<file path="config.mk">
export PLATFORM = sky130hd
export DESIGN_NAME = tip_lift_landing_supervisor_core
export DESIGN_NICKNAME = d
export VERILOG_FILES = /design/src/sv/tlls_pkg.sv /design/src/sv/tlls_checks.sv /design/src/sv/tip_lift_landing_supervisor_core.sv
export SDC_FILE = /design/constraint.sdc
export NUM_CORES = 1
export LEC_CHECK = 0
export ABC_AREA = 1
export BUFFER_PORTS_ARGS = -buffer_cell sky130_fd_sc_hd__clkbuf_2
export CAP_MARGIN = 20
export CORE_MARGIN = 10
export CORE_UTILIZATION = 40
export CTS_CLUSTER_SIZE = 14
export DETAILED_ROUTE_END_ITERATION = 12
export PLACE_DENSITY = 0.58
export SYNTH_ARGS = -nofsm -noshare
export SYNTH_HDL_FRONTEND = slang
export SYNTH_SLANG_ARGS = --single-unit
</file>
<file path="constraint.sdc">
create_clock -name clk_i -period 3.54 [get_ports clk_i]
set_input_delay 0.354 -clock clk_i [delete_from_list [all_inputs] [get_ports clk_i]]
set_output_delay 0.354 -clock clk_i [all_outputs]
set_load 0.1 [all_outputs]
</file>
<file path="src/sv/tlls_pkg.sv">
// Shared types, constants and event codes for the tip, lift and landing supervisor.
// No dependencies; imported by every module of the block.
package tlls_pkg;

  localparam int unsigned PitchW = 17;
  localparam int unsigned SpeedW = 16;
  localparam int unsigned AccelW = 14;
  localparam int unsigned CfgDataW = 16;
  localparam int unsigned CfgIdxW = 3;
  localparam int unsigned InDataW = 48;
  localparam int unsigned OutDataW = 8;

  // Fixed thresholds, Q8.8
  localparam logic [SpeedW-1:0] LiftSpeedMax = 16'd2048;  // 8.0
  localparam logic [PitchW-1:0] LiftPitchMax = 17'd1280;  // 5.0 deg
  localparam logic [PitchW-1:0] SpinPitchMax = 17'd2560;  // 10.0 deg
  localparam logic [PitchW-1:0] LandPitchMax = 17'd1280;  // 5.0 deg
  localparam logic [PitchW:0]   StillDeltaMax = 18'd204;  // just under 0.8 deg

  typedef enum logic [2:0] {
    EV_NONE      = 3'd0,
    EV_OVERSPEED = 3'd1,
    EV_TIPPED    = 3'd2,
    EV_LIFT_ACC  = 3'd3,
    EV_LIFT_SPIN = 3'd4,
    EV_LANDED    = 3'd5
  } event_e;

  typedef enum logic [CfgIdxW-1:0] {
    REG_OVERSPEED_LIMIT  = 3'd0,
    REG_FALL_PITCH_LIMIT = 3'd1,
    REG_LIFT_ACCEL_LIMIT = 3'd2,
    REG_ACCEL_CHECK_EN   = 3'd3,
    REG_SPIN_SPEED_LIMIT = 3'd4,
    REG_SPIN_TICK_LIMIT  = 3'd5,
    REG_LANDING_PERIOD   = 3'd6,
    REG_SETTLE_SAMPLES   = 3'd7
  } reg_idx_e;

  typedef struct packed {
    logic [14:0] overspeed_limit;
    logic [15:0] fall_pitch_limit;
    logic [12:0] lift_accel_limit;
    logic        accel_check_enable;
    logic [14:0] spin_speed_limit;
    logic [7:0]  spin_tick_limit;
    logic [7:0]  landing_period;
    logic [3:0]  settle_samples;
  } cfg_t;

  typedef struct packed {
    logic              enabled;
    logic [7:0]        spin_cnt;
    logic [7:0]        period_cnt;
    logic [3:0]        still_cnt;
    logic [PitchW-1:0] prev_pitch;
  } sup_state_t;

endpackage

</file>
<file path="src/sv/tlls_checks.sv">
// Per-tick decision logic: safety cuts, spin counting and landing detection.
// Purely combinational; depends on tlls_pkg.
module tlls_checks import tlls_pkg::*; (
  input  cfg_t                     cfg_i,
  input  sup_state_t               state_i,
  input  logic signed [PitchW-1:0] pitch_i,
  input  logic signed [SpeedW-1:0] speed_i,
  input  logic signed [AccelW-1:0] accel_z_i,
  input  logic                     request_open_i,
  output sup_state_t               state_o,
  output event_e                   event_o
);

  logic [PitchW-1:0] ap;
  logic [SpeedW-1:0] as_mag;
  logic signed [PitchW:0] delta;
  logic [PitchW:0]   delta_mag;
  logic en_req, cut_os, cut_tip, cut_acc, spinning, cut_spin, en_after_cuts;
  logic [8:0] period_nx;
  logic [4:0] still_nx;

  always_comb begin
    ap        = pitch_i[PitchW-1] ? PitchW'(-pitch_i) : PitchW'(pitch_i);
    as_mag    = speed_i[SpeedW-1] ? SpeedW'(-speed_i) : SpeedW'(speed_i);
    delta     = {pitch_i[PitchW-1], pitch_i} - {state_i.prev_pitch[PitchW-1], state_i.prev_pitch};
    delta_mag = delta[PitchW] ? (PitchW+1)'(-delta) : (PitchW+1)'(delta);

    en_req  = state_i.enabled | request_open_i;
    cut_os  = en_req && (as_mag > {1'b0, cfg_i.overspeed_limit});
    cut_tip = en_req && !cut_os && (ap > {1'b0, cfg_i.fall_pitch_limit});
    cut_acc = en_req && !cut_os && !cut_tip && cfg_i.accel_check_enable &&
              !accel_z_i[AccelW-1] && (accel_z_i[AccelW-2:0] > cfg_i.lift_accel_limit) &&
              (as_mag < LiftSpeedMax) && (ap < LiftPitchMax);
    spinning = en_req && !cut_os && !cut_tip && !cut_acc &&
               (as_mag > {1'b0, cfg_i.spin_speed_limit}) && (ap < SpinPitchMax);
    cut_spin = spinning && (state_i.spin_cnt >= cfg_i.spin_tick_limit);
    en_after_cuts = en_req && !cut_os && !cut_tip && !cut_acc && !cut_spin;

    state_o = state_i;
    state_o.enabled = en_after_cuts;
    state_o.spin_cnt = (spinning && !cut_spin) ? state_i.spin_cnt + 8'd1 : 8'd0;

    event_o = EV_NONE;
    if (cut_os) event_o = EV_OVERSPEED;
    else if (cut_tip) event_o = EV_TIPPED;
    else if (cut_acc) event_o = EV_LIFT_ACC;
    else if (cut_spin) event_o = EV_LIFT_SPIN;

    period_nx = {1'b0, state_i.period_cnt} + 9'd1;
    still_nx  = {1'b0, state_i.still_cnt} + 5'd1;

    // Landing runs whenever drive ends up off, including a tick that just cut it
    if (!en_after_cuts) begin
      if (ap <= LandPitchMax) begin
        if (period_nx >= {1'b0, cfg_i.landing_period}) begin
          state_o.period_cnt = 8'd0;
          if (delta_mag <= StillDeltaMax) begin
            if (still_nx >= {1'b0, cfg_i.settle_samples}) begin
              state_o.still_cnt = 4'd0;
              state_o.enabled   = 1'b1;
              event_o           = EV_LANDED;
            end else begin
              state_o.still_cnt = still_nx[3:0];
            end
          end else begin
            state_o.still_cnt = 4'd0;
          end
          state_o.prev_pitch = pitch_i;
        end else begin
          state_o.period_cnt = period_nx[7:0];
        end
      end else begin
        state_o.period_cnt = 8'd0;
        state_o.still_cnt  = 4'd0;
      end
    end
  end

endmodule

</file>
<file path="src/sv/tip_lift_landing_supervisor_core.sv">
// Top level of the tip, lift and landing supervisor: stream ports, configuration
// registers, supervisor state and the result register. Depends on tlls_pkg, tlls_checks.
//
// Usage
//   One input beat per control tick on s_axis; one result beat per input beat on
//   m_axis, in order. Each beat carries pitch, wheel speed, vertical acceleration
//   and the re-enable request; the result gives the motor enable flag after the
//   tick and an event code (none, overspeed, tipped, lifted by accel, lifted by
//   spin, landed).
//   Latency: the result is valid the cycle after the input beat is taken.
//   Throughput: one beat per clock while m_axis takes results. The decision logic
//   sits between the input port and the result register, and the supervisor state
//   register closes its loop with no other register, so successive ticks follow without gaps.
//   Stall: s_axis_tready stays high while the result register is empty or is
//   being drained this cycle; a stalled m_axis holds its beat and back-pressures
//   the input only while that beat waits.
//   Reset (rst_ni low, asynchronous): drive enabled, all counters and the stored
//   pitch cleared, registers back to their defaults, no result pending.
//   Configuration: cfg_we_i writes cfg_wdata_i to register cfg_idx_i; the user must
//   write only while the block is idle, which the block itself does not enforce.
module tip_lift_landing_supervisor_core import tlls_pkg::*; (
  input  logic                clk_i,
  input  logic                rst_ni,
  // slave side
  input  logic                s_axis_tvalid,
  output logic                s_axis_tready,
  input  logic [InDataW-1:0]  s_axis_tdata,  // pitch[16:0], speed[32:17], accel_z[46:33],
                                             // request_open[47]
  // master side
  output logic                m_axis_tvalid,
  input  logic                m_axis_tready,
  output logic [OutDataW-1:0] m_axis_tdata,  // drive_enabled[0], event_code[3:1], zero[7:4]
  // configuration write port
  input  logic                cfg_we_i,
  input  logic [CfgIdxW-1:0]  cfg_idx_i,
  input  logic [CfgDataW-1:0] cfg_wdata_i
);

  cfg_t       cfg_q;
  sup_state_t state_q, state_d;
  event_e     event_d, event_q;
  logic       drive_q;
  logic       out_valid_q;
  logic       in_beat;

  assign s_axis_tready = !out_valid_q || m_axis_tready;
  assign in_beat       = s_axis_tvalid && s_axis_tready;

  tlls_checks u_checks (
    .cfg_i          (cfg_q),
    .state_i        (state_q),
    .pitch_i        (s_axis_tdata[16:0]),
    .speed_i        (s_axis_tdata[32:17]),
    .accel_z_i      (s_axis_tdata[46:33]),
    .request_open_i (s_axis_tdata[47]),
    .state_o        (state_d),
    .event_o        (event_d)
  );

  // Configuration registers, masked to their widths
  always_ff @(posedge clk_i or negedge rst_ni) begin
    if (!rst_ni) begin
      cfg_q.overspeed_limit    <= 15'd25600;
      cfg_q.fall_pitch_limit   <= 16'd16640;
      cfg_q.lift_accel_limit   <= 13'd512;
      cfg_q.accel_check_enable <= 1'b1;
      cfg_q.spin_speed_limit   <= 15'd17920;
      cfg_q.spin_tick_limit    <= 8'd20;
      cfg_q.landing_period     <= 8'd70;
      cfg_q.settle_samples     <= 4'd4;
    end else if (cfg_we_i) begin
      unique case (reg_idx_e'(cfg_idx_i))
        REG_OVERSPEED_LIMIT:  cfg_q.overspeed_limit    <= cfg_wdata_i[14:0];
        REG_FALL_PITCH_LIMIT: cfg_q.fall_pitch_limit   <= cfg_wdata_i;
        REG_LIFT_ACCEL_LIMIT: cfg_q.lift_accel_limit   <= cfg_wdata_i[12:0];
        REG_ACCEL_CHECK_EN:   cfg_q.accel_check_enable <= cfg_wdata_i[0];
        REG_SPIN_SPEED_LIMIT: cfg_q.spin_speed_limit   <= cfg_wdata_i[14:0];
        REG_SPIN_TICK_LIMIT:  cfg_q.spin_tick_limit    <= cfg_wdata_i[7:0];
        REG_LANDING_PERIOD:   cfg_q.landing_period     <= cfg_wdata_i[7:0];
        REG_SETTLE_SAMPLES:   cfg_q.settle_samples     <= cfg_wdata_i[3:0];
        default: ;
      endcase
    end
  end

  // Supervisor state advances once per accepted tick
  always_ff @(posedge clk_i or negedge rst_ni) begin
    if (!rst_ni) begin
      state_q.enabled    <= 1'b1;
      state_q.spin_cnt   <= 8'd0;
      state_q.period_cnt <= 8'd0;
      state_q.still_cnt  <= 4'd0;
      state_q.prev_pitch <= '0;
    end else if (in_beat) begin
      state_q <= state_d;
    end
  end

  // Result register
  always_ff @(posedge clk_i or negedge rst_ni) begin
    if (!rst_ni) begin
      out_valid_q <= 1'b0;
    end else if (in_beat) begin
      out_valid_q <= 1'b1;
    end else if (m_axis_tready) begin
      out_valid_q <= 1'b0;
    end
  end

  always_ff @(posedge clk_i) begin
    if (in_beat) begin
      drive_q <= state_d.enabled;
      event_q <= event_d;
    end
  end

  assign m_axis_tvalid = out_valid_q;
  assign m_axis_tdata  = {4'd0, event_q, drive_q};

  // A cut event always leaves drive off
  a_cut_disables: assert property (@(posedge clk_i) disable iff (!rst_ni)
    m_axis_tvalid && (event_q == EV_OVERSPEED || event_q == EV_TIPPED ||
                      event_q == EV_LIFT_ACC || event_q == EV_LIFT_SPIN) |-> !drive_q)
    else $error("cut event reported with drive still enabled");

  // Landing always re-enables drive
  a_land_enables: assert property (@(posedge clk_i) disable iff (!rst_ni)
    m_axis_tvalid && event_q == EV_LANDED |-> drive_q)
    else $error("landing reported with drive off");

  // Spin count is meaningful only while enabled
  a_spin_idle: assert property (@(posedge clk_i) disable iff (!rst_ni)
    !state_q.enabled |-> state_q.spin_cnt == 8'd0)
    else $error("spin counter running while disabled");

  // Result flag tracks the stored state
  a_flag_state: assert property (@(posedge clk_i) disable iff (!rst_ni)
    in_beat |=> m_axis_tvalid && (drive_q == state_q.enabled))
    else $error("result flag differs from supervisor state");

endmodule
</file>
==> flow_metrics.env <==
export IMPL_clock_sinks=123
export IMPL_ioPinCount=82
export IMPL_path_cells="ha_1 -> fa_1 -> inv_2 -> nand3_1 -> nand3_1 -> nand2_1 -> nor2_2 -> nand3_2 -> nor2_4 -> nand3_1 -> nand3_1 -> nand2_1 -> nor2_1 -> nand3_1 -> nor2_2 -> nand4_1 -> nand2_1 -> nor2_1"
export IMPL_firstDrtPassIters=5
export IMPL_violations="negative hold slack"
export IMPL_avgRoutedWirePerCell_um=14.3
export IMPL_finalSetupViolations=0
export IMPL_cpPeakStageDelay_ns=0.40
export IMPL_path_common_cell="nand3_1"
export IMPL_synth_area_sq_mm=0.00987
export IMPL_hold_violations=11
export IMPL_pre_cts_ws_ns=-0.0332
export IMPL_grt_max_degree=55
export IMPL_status="complete, but fails checks"
export IMPL_grt_pass1_wl_um=44800
export IMPL_via_count=9024
export IMPL_period_share=0.906
export IMPL_fin_util=0.463
export IMPL_rsz0062_at_grt="no"
export IMPL_synthCells=1412
export IMPL_p_int_w=0.00316
export IMPL_fin_skew_ns=0.0165
export IMPL_critPathKind="reg -> reg"
export IMPL_layout_drive_gt1_share=0.147
export IMPL_ys_seq_area_frac=0.316
export IMPL_die_h_um=177
export IMPL_cp_start_kind="flip-flop"
export IMPL_cts_buffers=17
export IMPL_worst_slack_ns=0.334
export IMPL_vias_per_cell=4.89
export IMPL_powerDensity_mw_per_mm2=453
export IMPL_synth_top_flop_cell="dfrtp_1"
export IMPL_antenna_found_initial=0
export IMPL_drt_wl_total_um=26300
export IMPL_synth_edff_count=4
export IMPL_p_leak_nw=6.00
export IMPL_syn_to_final_growth_pct=14.1
export IMPL_hold_path_class="in -> async"
export IMPL_cts_hold_buffers_added=0
export IMPL_max_freq_ghz=0.312
export IMPL_peakVddDrop_mv=0.298
export IMPL_cts_root_buf="clkbuf_16"
export IMPL_seqPwrFrac=0.346
export IMPL_p_sw_frac=0.380
export IMPL_grt_overflow=0
export IMPL_worst_slew_pin_slew_ns=1.05
export IMPL_die_width_um=177
export IMPL_avgSynthCellArea_sq_um=6.99
export IMPL_num_rows=57
export IMPL_path_clk_slew_ns=0.07
export IMPL_clockBufferDepth=2
export IMPL_htreeDepth=4
export IMPL_grt_usage=0.176
export IMPL_ant_nets=0
export IMPL_ys_seq_elements=123
export IMPL_core_area_sq_mm=0.0243
export IMPL_dp_hpwl_um=20900
export IMPL_power_switching_w=0.00194
export IMPL_seq_area_sq_mm=0.00312
export IMPL_drcViolationCount=0
export IMPL_ys_types=50
export IMPL_nets=1682
export IMPL_critPathMaxFanout=5
export IMPL_antennaDiodeCount=0
export IMPL_yosysWarnings=0
export IMPL_dieArea_sq_mm=0.0314
export IMPL_pwr_share_clk=0.327
export IMPL_arrival_ns=3.38
export IMPL_worstPathRequired_ns=3.71
export IMPL_cts_tree="done"
export IMPL_place_congestion=0.895
export IMPL_nFillCells=2533
export IMPL_multi_input_area_sq_mm=0.00565
export IMPL_worst_path_buf_inv=1
export IMPL_postCtsSetupBuffers=0
export IMPL_portBuffers=77
export IMPL_grt_pass1_vias=9099
export IMPL_holdWs_ns=-0.0116
export IMPL_p_comb_frac=0.327
export IMPL_maxCapViolCount=0
export IMPL_maxSlewViolCount=0
export IMPL_power_total_w=0.00510
export IMPL_critPathTopFamily="simple AND/OR/NAND/NOR gates"
export IMPL_crit_path_top_delay_cell="dfrtp_1"
export IMPL_clock_latency_ns=0.43
export IMPL_detail_route_iter0_violations=438
export IMPL_period_minus_slack_ns=3.21
export IMPL_initial_core_util=0.406
export IMPL_synth_async_sr_flop_share=0.967
export IMPL_maxSlewHeadroom=0.294
export IMPL_setup_tns_ns=0
export IMPL_worstSetupEndpointType="flip-flop"
==> sequential cells by signal, indices dropped and copies added (netlist names) <==
name,cells
cfg_q,80
drive_q,1
event_q,3
m_axis_tvalid,1
state_q,38
==> power by group through the flow <==
stage	clock (W)	combinational (W)	sequential, W
5_1_grt	0.00176	0.00196	0.00179
3_3_place_gp	0	0.00163	0.00178
3_5_place_dp	0	0.00167	0.00179
2_1_floorplan	0	0.00121	0.00179
6_report	0.00167	0.00167	0.00176
4_1_cts	0.00170	0.00169	0.00176
==> timing repair <==
action / in CTS / in global routing
endpoints found under the hold margin: 0 / 0
endpoints found under the setup margin: 0 / 1
gates resized for setup: 0 / 2
==> synth_stat cells, types with 2 or more instances <==
cell / count / area (sq um)
o21bai_1: 3 / 22.5
nor2_1: 95 / 357
nor2_2: 19 / 119
buf_2: 3 / 15.0
ha_1: 101 / 1260
o21ai_1: 8 / 40.0
buf_6: 3 / 33.8
o211ai_1: 3 / 22.5
nand3_2: 5 / 50.1
and2_1: 2 / 12.5
nor2_4: 2 / 22.5
o31ai_1: 4 / 30.0
xnor2_1: 4 / 35.0
inv_2: 18 / 67.6
nor3_1: 12 / 60.1
dfrtp_1: 102 / 2550
nand2_1: 377 / 1420
and3_1: 2 / 12.5
buf_4: 6 / 45.0
nand3b_1: 4 / 30.0
nand3_1: 90 / 450
nand4_1: 33 / 206
clkbuf_1: 15 / 56.3
o21ai_2: 13 / 114
o311ai_0: 2 / 17.5
xor2_1: 27 / 236
nand2_2: 10 / 62.6
dfstp_2: 17 / 447
inv_1: 238 / 893
a21oi_1: 58 / 290
a21o_1: 3 / 22.5
o22ai_1: 2 / 12.5
o21ai_0: 108 / 541
a31oi_1: 4 / 25.0
edfxtp_1: 4 / 120
==> path summary, 6_finish.rpt <==
check | from | endpoint | slack [ns] | depth (start not counted)
worst max-delay path | state_q[0] | event_q[1] | 0.33 | 18
worst min-delay path | rst_ni | state_q[36] | -0.01 | 1
worst max register to register | state_q[0] | event_q[1] | 0.33 | 18
worst min register to register | cfg_q[60] | cfg_q[60] | 0.48 | 2
max in group asynchronous | rst_ni | cfg_q[16] | 2.61 | 2
min in group clk_i | cfg_wdata_i[2] | cfg_q[2] | 0.15 | 3
==> layout by cell type, fill, tap and decap left out, types with 2 or more instances in the layout <==
| master | Yosys | routed |
|---|---|---|
| a21o_1 | 3 | 3 |
| inv_1 | 238 | 237 |
| and3_1 | 2 | 2 |
| and2_1 | 2 | 2 |
| nand3_1 | 90 | 90 |
| nor2_2 | 19 | 19 |
| nor3_1 | 12 | 12 |
| buf_4 | 6 | 24 |
| clkinv_4 | 0 | 3 |
| nand4_1 | 33 | 33 |
| a31oi_1 | 4 | 4 |
| o21ai_2 | 13 | 13 |
| xor2_1 | 27 | 27 |
| o31ai_1 | 4 | 4 |
| nor2_4 | 2 | 2 |
| inv_2 | 18 | 19 |
| clkbuf_16 | 0 | 17 |
| nor2_1 | 95 | 95 |
| clkinv_2 | 0 | 3 |
| edfxtp_1 | 4 | 4 |
| clkbuf_2 | 0 | 76 |
| o311ai_0 | 2 | 2 |
| o21ai_0 | 108 | 108 |
| conb_1 | 1 | 4 |
| inv_8 | 0 | 2 |
| dfstp_2 | 17 | 17 |
| o211ai_1 | 3 | 3 |
| ha_1 | 101 | 101 |
| inv_6 | 0 | 4 |
| o21ai_1 | 8 | 8 |
| o22ai_1 | 2 | 2 |
| nand2_2 | 10 | 11 |
| a21oi_1 | 58 | 58 |
| o21bai_1 | 3 | 3 |
| dfrtp_1 | 102 | 102 |
| nand3b_1 | 4 | 4 |
| nand3_2 | 5 | 5 |
| xnor2_1 | 4 | 4 |
| nand2_1 | 377 | 376 |
==> layer usage <==
layer,up-vias,global-route usage,share of wire
li1,4711,-,-
met3,18,0.0333,0.039
met2,154,0.297,0.47
met4,0,0.0396,0.012
met1,4141,0.227,0.48
met5,-,0,0
==> final cells by class <==
cell class	instances	share of cell area
clock buffers	18	0.0381
clock inverters	14	0.0100
inverters	257	0.0857
multi-input cells	1008	0.502
flip-flops and latches	123	0.277
well taps	324	0.0360
repair buffers	101	0.0516
==> metrics by stage <==
stage | cells | cell area, sq um
floorplan | 1415 | 9880
global placement | 1813 | 10700
detailed placement | 1813 | 10700
CTS | 1845 | 11300
global route | 1845 | 11300
finish | 1845 | 11300
==> worst register-to-register path, cell delays in order (launching register included) <==
cell and delay [ns]:
dfrtp_1 0.40, ha_1 0.22, fa_1 0.40, inv_2 0.11, nand3_1 0.11, nand3_1 0.11, nand2_1 0.15, nor2_2 0.20
nand3_2 0.13, nor2_4 0.15, nand3_1 0.11, nand3_1 0.08, nand2_1 0.06, nor2_1 0.10, nand3_1 0.11, nor2_2 0.16
nand4_1 0.20, nand2_1 0.11, nor2_1 0.04
==> cell families after synthesis <==
family	after synthesis	synth area share
adder cells (fa/ha/maj)	102	0.130
other	1	0.000380
XOR/XNOR	32	0.0292
AO/OA/AOI/OAI	214	0.122
AND/OR/NAND/NOR	655	0.288
multiplexers	1	0.00101
buffers and inverters	284	0.113
flip-flops	123	0.316
(Power assumes the default switching activity.)
